$ cat config.mk
export PLATFORM = sky130hd
export DESIGN_NAME = atdffa_ram
export DESIGN_NICKNAME = d
export VERILOG_FILES = /design/src/design/atdffa_ram.sv
export SDC_FILE = /design/constraint.sdc
export NUM_CORES = 1
export LEC_CHECK = 0
export BUFFER_PORTS_ARGS = -buffer_cell sky130_fd_sc_hd__buf_2
export CORE_MARGIN = 1
export CORE_UTILIZATION = 54
export DETAILED_ROUTE_END_ITERATION = 8
export GPL_TIMING_DRIVEN = 1
export HOLD_SLACK_MARGIN = 0.06
export PLACE_DENSITY = 0.72
export SLEW_MARGIN = 30
export SYNTH_ARGS = -nofsm -noshare
export SYNTH_HDL_FRONTEND = slang
export SYNTH_SLANG_ARGS = --single-unit
$ cat constraint.sdc
create_clock -name clk -period 1.7 [get_ports clk]
set_input_delay 0.17 -clock clk [delete_from_list [all_inputs] [get_ports clk]]
set_output_delay 0.17 -clock clk [all_outputs]
set_load 0.03 [all_outputs]
$ cat src/design/atdffa_ram.sv
// Generic single-write, single-read synchronous RAM with registered read data.
module atdffa_ram #(
	parameter int WIDTH = 8,
	parameter int DEPTH = 16
) (
	input  logic                     clk,
	input  logic                     wr_en,
	input  logic [$clog2(DEPTH)-1:0] wr_addr,
	input  logic [WIDTH-1:0]         wr_data,
	input  logic                     rd_en,
	input  logic [$clog2(DEPTH)-1:0] rd_addr,
	output logic [WIDTH-1:0]         rd_data
);

	logic [WIDTH-1:0] mem [DEPTH];

	always_ff @(posedge clk) begin
		if (wr_en) begin
			mem[wr_addr] <= wr_data;
		end
		if (rd_en) begin
			rd_data <= mem[rd_addr];
		end
	end

endmodule

Word-level counts from Yosys, hierarchy flattened
Memory sizes are Yosys's and may differ from the RTL's. A register that Yosys moved wholly into a read port is not among the register bits.
Index checks and enable logic that the tools add are counted.

storage, ports and cells
  flip-flop bits (word level) = 0
  latch bits = 0
  bits in writable memories = 128
  memory bits (read-only) = 0
  input bits = 19
  output and inout port bits = 8
  word-level logic and storage cells = 3
  memories kept = 1

cells by class
  add/subtract/negate cells = 0
  multiply operators = 0
  div/mod/pow operators = 0
  order comparisons = 0
  eq/ne operators = 0
  shifts and indexed selects = 0
  multiplexer cells = 2
  bitwise logic cells = 0
  reductions and logical operators = 0

memories
  memory  depth  width  read ports  clocked after memory_dff  wr ports  RTL line  text
  mem     16     8      1           1                         1         15        logic [WIDTH-1:0] mem [DEPTH];

operator list
  cell               number
  1-bit two-way mux  2

Longest topological paths before layout
Gate-level depths: netlist of the first run.

  depth after elaboration = 2
  mapped depth = 5
  depth with buffers taken out = 3

Least setup slack after synthesis of the first run
No wires, ideal clock.

  path kind = input to register
  start = input port wr_addr[2]
  end = memory mem[0][0] (enable)
  library setup time = 0.383 ns
  arrival = 1.280 ns
  data required time = 1.317 ns
  setup slack = 0.037 ns
  stages on the path = 2
  buffers on the path = 0
  cells stage by stage = or3b_2 -> nor3_1

RTL lines
  element      RTL line  text
  from (decl)  8         input logic [$clog2(DEPTH)-1:0] wr_addr,
  to (decl)    15

No word-level cell before the write port.

==> results.md, run 1 <==
* Status: finished clean
* Critical path, cell by cell: mux4_2 -> a22oi_1 -> nand2_1
* Worst Setup Path Type: register to register
* Global-route wire length before repair at 15500 µm
* Gr usage total at 22.8%
* Slew of the pin with the lowest slew margin at 0.385 ns
* Share of layout cells above drive strength 1 at 32.2%
* WL/cell at 23.4 µm
* Fill cell count at 574
* Post CTS Setup Buffer Count at 0
* VDD IR max at 593 µV
* Yosys Warn Count at 0
* RD Place Congestion at 0.698
* EDFF count, synth at 136
* Die Span X at 100 µm
* Synthesized area per cell at 22.8 µm²
* Reg-to-Reg Start: mem[0][6]
* Initial antenna violation count at 0
* Max Cap Viol at 0
* Setup ws final at 0.165 ns
* DPL Wire Length at 6260 µm
* Starting Density at 56.0%
* Clock-pin slew on the worst setup and hold paths at 0.06 ns
* CP max-delay cell: mux4_2
* Fin crit share at 90.3%
* Crit-path max FO at 1
* Syn Inst Count at 229
* F_max at 651 MHz
* Maximum root-to-sink buffer count at 2
* Post-DRT Antenna Nets at 0
* Residual DRC at 0
* Ys flop type: edfxtp_1
* Post-Place Worst Slack at -0.0616 ns
* Crit-path leading delay family: multiplexers
* # clock sinks at 136
* Die extent in y at 100 µm
* Area contributors post-synth: edfxtp_1 78%, mux4_2 7.8%, mux4_1 7.0%
* CP max stage delay at 0.48 ns
* Placed cell areas at 5670 µm²
* Final Setup Violations at 0
* Fin. Hold Viols at 0
* Syn-to-layout area delta at 20.1%
* Crit start category: register
* Register area share after synthesis at 78.1%
* Slew margin rel. at 74.3%
* Power share of the clock group at 42.7%
* Post-CTS Hold Buffers at 9
* Worst path required time at 1.96 ns
* Syn_nets at 248
* Grt ovf at 0
* Ys async rst share at 0%
* Seq pwr share at 51.8%
* DR vias at 2593
* Sw frac at 21.8%
* Power density cells at 1170 nW/µm²
* Num CTS Buffers at 17
* Net Switching at 1600 µW
* Drt via density at 5.89
* H-Tree Level Count at 4
* Post-cts sizing count at 0
* # IOs at 27
* Post-Layout Cell Count at 440
* Crit path capture type: register
* Ant diodes at 0
* First-pass DRT Iterations at 4
* Commonest cells in the netlist: 136 x edfxtp_1, 18 x mux4_2, 16 x a22oi_1
* Layout net count at 317
* Core area at 9330 µm²
* Number of global-route vias before repair at 2646
* Worst-Skew Late Latency at 0.52 ns
* Num rows at 35
* Synth top area share at 78.1%
* Placed Instances at 399
* Unrepaired setup endpoints after global routing: false
* Combinational share of power at 5.5%
* CP Buf/Inv Count at 0
* CTS root buffer: clkbuf_8
* Max-slew violation count at 0
* I/O Buffers at 26
* Die Area at 10100 µm²
* Min-Delay Path Class: primary input to register
* Final wirelength at 10300 µm
* Final worst path period need at 1.54 ns
* Min-delay src: wr_addr[0]
* Yosys cell types at 18
* Largest net degree at the start of global routing at 18
* Leakage at 0.00213 µW
* Post-Syn Area at 5230 µm²
* Most frequent cell after synthesis: edfxtp_1
* Post-Route Skew at 0.00975 ns
* Synth area leader: edfxtp_1
* CTS tree: yes
* Post-route cell area at 6280 µm²
* Register bit total from synthesis at 136
* Data arrival, critical path at 1.79 ns
* Iteration-0 DRC Markers at 200
* Setup crit start: mem[0][6]
* Internal power at 5740 µW
layout by cell type (no fill, tap or decap):
| cell type | instances |
|---|---|
| inv_6 | 3 |
| nor2b_1 | 1 |
| a22oi_1 | 16 |
| buf_12 | 4 |
| clkbuf_16 | 16 |
| or3b_2 | 1 |
| dlygate4sd3_1 | 9 |
| nand2b_1 | 2 |
| mux4_2 | 18 |
| nor3_1 | 4 |
| mux4_1 | 14 |
| nor2_1 | 13 |
| nand3_1 | 1 |
| clkinv_1 | 2 |
| nand3b_1 | 2 |
| edfxtp_1 | 136 |
| clkinv_2 | 2 |
| buf_2 | 26 |
| clkbuf_8 | 1 |
| nand2_1 | 9 |
| and2_1 | 1 |
| and2b_1 | 1 |
| clkinvlp_4 | 8 |
| buf_4 | 21 |
area by class of cell:
type	count	area, µm²	area share (%)
clock inverters	15	104	1.65
flip-flops and latches	136	4080	65.0
repair buffers	60	458	7.29
clock buffers	17	414	6.60
well taps	129	161	2.57
multi-input cells	83	1060	16.8
power by group through the flow:
stage	sequential, µW	clock, µW	combinational (µW)
6_report	3800	3130	404
5_1_grt	3810	3310	430
2_1_floorplan	3900	0	191
4_1_cts	3800	3180	408
3_3_place_gp	3870	0	382
3_5_place_dp	3870	0	388
cell families (layout without fill, tap and decap cells):
| group | after synthesis | count (layout) | synth area share (%) |
|---|---|---|---|
| AO/OA/AOI/OAI | 16 | 16 | 2.30 |
| buffers and inverters | 10 | 92 | 1.65 |
| flip-flops | 136 | 136 | 78.1 |
| multiplexers | 32 | 32 | 14.8 |
| AND/OR/NAND/NOR | 35 | 35 | 3.14 |
metal layers:
| metal | vias up | part of all wire, % | global-route usage, % |
|---|---|---|---|
| li1 | 1119 | - | - |
| met1 | 1339 | 39 | 29.9 |
| met2 | 120 | 52 | 36.3 |
| met3 | 15 | 7.1 | 5.36 |
| met4 | 0 | 1.7 | 11.3 |
| met5 | - | 0 | 0 |
worst min-delay path, cell delays in order:
cell	delay, ns
buf_2	0.14
nor3_1	0.07
buf_4	0.18
per-stage QoR:
stage | setup TNS (ns) | total power, µW | utilization, % | hold slack (ns)
3_5_place_dp | -0.0686 | 4260 | 60.8 | 0.559
5_1_grt | 0 | 7540 | 67.3 | 0.226
6_report | 0 | 7340 | 67.3 | 0.225
3_3_place_gp | -0.0405 | 4250 | 60.8 | 0.555
2_1_floorplan | 0 | 4090 | - | 0.269
4_1_cts | 0 | 7390 | 67.3 | 0.197
worst paths after layout:
kind	slack, ns	end	cells past startpoint
worst min-delay path	0.23	mem[8][4]	3
worst max-delay path	0.16	rd_data[6]	3
worst min register to register	0.74	rd_data[1]	3
worst max register to register	0.16	rd_data[6]	3
flip-flops by register name, summed over array words and instances, names as in the netlist:
name     flops
mem        128
rd_data      8
Power figures use the tool's default switching activity.
==> inputs of run 2 (changes only) <==
--- a/config.mk
+++ b/config.mk
@@ -11,7 +11,7 @@
 export DETAILED_ROUTE_END_ITERATION = 8
 export GPL_TIMING_DRIVEN = 1
 export HOLD_SLACK_MARGIN = 0.06
-export PLACE_DENSITY = 0.72
+export PLACE_DENSITY = 0.74
 export SLEW_MARGIN = 30
 export SYNTH_ARGS = -nofsm -noshare
 export SYNTH_HDL_FRONTEND = slang
==> results.md, run 2 (synthesis gave the netlist of run 1 again) <==
* Status: finished clean (unchanged)
* Drt via density at 5.83 (was 5.89)
* CP max stage delay at 0.54 ns (was 0.48 ns)
* First-pass DRT Iterations at 4 (unchanged)
* Residual DRC at 0 (unchanged)
* Max-slew violation count at 0 (unchanged)
* Largest net degree at the start of global routing at 22 (was 18)
* Fin crit share at 93.1% (was 90.3%)
* Maximum root-to-sink buffer count at 2 (unchanged)
* Placed cell areas at 5660 µm² (was 5670 µm²)
* Post-CTS Hold Buffers at 8 (was 9)
* Final setup TNS at 0 ns (unchanged)
* Initial antenna violation count at 0 (unchanged)
* Final worst path period need at 1.58 ns (was 1.54 ns)
* Worst path required time at 1.96 ns (about the same)
* Ant diodes at 0 (unchanged)
* Num CTS Buffers at 17 (unchanged)
* CTS root buffer: clkbuf_8 (unchanged)
* Max Cap Viol at 0 (unchanged)
* H-Tree Level Count at 4 (unchanged)
* Gr usage total at 21.7% (was 22.8%)
* Max FFs per register at 128 (unchanged)
* Critical path, cell by cell: mux4_1 -> a22oi_1 -> buf_4 -> nand2_1 (was mux4_2 -> a22oi_1 -> nand2_1)
* CP max-delay cell: mux4_1 (was mux4_2)
* Die Area at 10100 µm² (unchanged)
* # IOs at 27 (unchanged)
* Syn-to-layout area delta at 21.5% (was 20.1%)
* Top reg by flops: mem (unchanged)
* Number of global-route vias before repair at 2612 (was 2646)
* Final Setup Violations at 0 (unchanged)
* WL/cell at 22.1 µm (was 23.4 µm)
* Worst Setup Path Type: register to register (unchanged)
* Final wirelength at 9710 µm (was 10300 µm)
* F_max at 632 MHz (was 651 MHz)
* DPL Wire Length at 6330 µm (was 6260 µm)
* Min-Delay Path Class: primary input to register (unchanged)
* Unrepaired setup endpoints after global routing: false (unchanged)
* Leakage at 0.00218 µW (was 0.00213 µW)
* Die extent in y at 100 µm (unchanged)
* RD Place Congestion at 0.718 (was 0.698)
* Die Span X at 100 µm (unchanged)
* DR vias at 2559 (was 2593)
* Iteration-0 DRC Markers at 158 (was 200)
* Slew of the pin with the lowest slew margin at 0.367 ns (was 0.385 ns)
* Worst-Skew Late Latency at 0.51 ns (was 0.52 ns)
* Post-Route Skew at 0.00633 ns (was 0.00975 ns)
* Commonest non-fill, non-tap cell in the layout: edfxtp_1 (unchanged)
* Global-route wire length before repair at 14900 µm (was 15500 µm)
* Post-cts sizing count at 0 (unchanged)
* Fin. Hold Viols at 0 (unchanged)
* CTS tree: yes (unchanged)
* Crit start category: register (unchanged)
* Grt ovf at 0 (unchanged)
* VDD IR max at 799 µV (was 593 µV)
* Crit path capture type: register (unchanged)
* I/O Buffers at 26 (unchanged)
* Core area at 9330 µm² (unchanged)
* Biggest regs: mem: 128 flops, rd_data: 8 flops (unchanged)
* Slew margin rel. at 75.6% (was 74.3%)
* # clock sinks at 136 (unchanged)
* Post-DRT Antenna Nets at 0 (unchanged)
* Clock-pin slew on the worst setup and hold paths at 0.06 ns (about the same)
* Starting Density at 56.0% (unchanged)
* Post CTS Setup Buffer Count at 0 (unchanged)
* Share of layout cells above drive strength 1 at 32.3% (was 32.2%)
* Crit-path max FO at 1 (unchanged)
* Post-route cell area at 6350 µm² (was 6280 µm²)
* Layout net count at 316 (was 317)
* Num rows at 35 (unchanged)
* Data arrival, critical path at 1.84 ns (was 1.79 ns)
* Power density cells at 1250 nW/µm² (was 1170 nW/µm²)
* Most frequent cells in the layout: 136 x edfxtp_1, 26 x buf_2, 22 x buf_4 (was 136 x edfxtp_1, 26 x buf_2, 21 x buf_4)
## run 2: cell types whose count changed in the layout (fill, tap and decap cells not counted), sizes merged
cell / change
clkinv: +2
dlygate4sd3: -1
clkinvlp: -7
bufinv: +4
clkbuf: +1
## run 2: final timing paths
check	startpoint	slack (ns)	cells after the start	to
worst min-delay path	wr_data[3]	0.08	1	mem[7][3]
worst min register to register	mem[7][2]	0.74	3	rd_data[2]
worst max register to register	mem[1][3]	0.12	4	rd_data[3]
worst max-delay path	mem[1][3]	0.12	4	rd_data[3]
## run 2: power by group
part / total [µW] / internal [µW] / switching (µW)
registers: 3800 / 3780 / 19.4
clock network: 3740 / 2390 / 1340
logic: 401 / 172 / 228
total: 7930 / 6350 / 1590
## run 2: layout make-up
cell class / count / area, µm²
Sequential cell: 136 / 4080
Fill cell: 582 / 2970
Clock inverter: 14 / 198
Timing Repair Buffer: 59 / 435
Clock buffer: 18 / 418
Tap cell: 129 / 161
Multi-Input combinational cell: 83 / 1060
## run 2: worst max-delay path, delay by kind of cell (launching register included)
family          cells  cell delay (ns)
buf+inv             1             0.15
mux                 1             0.54
flops               1             0.36
compound gates      1             0.24
simple gates        1             0.05
## run 2: per-stage QoR
step | util (%) | setup WS, ns | power, µW | hold slack, ns | instances
floorplan | - | 0.0371 | 4090 | 0.269 | 229
global placement | 60.7 | -0.105 | 4250 | 0.552 | 399
detailed placement | 60.7 | -0.122 | 4260 | 0.547 | 399
CTS | 68.1 | 0.0877 | 7980 | 0.0648 | 439
global route | 68.1 | 0.0265 | 8140 | 0.0727 | 439
finish | 68.1 | 0.118 | 7930 | 0.0784 | 439
## run 2: metal layers
layer	up-vias	global-route usage, %	share of wire (%)
li1	1119	-	-
met1	1314	28.4	40
met2	112	35.0	51
met3	14	5.08	6.8
met4	0	10.1	2.0
met5	-	0	0
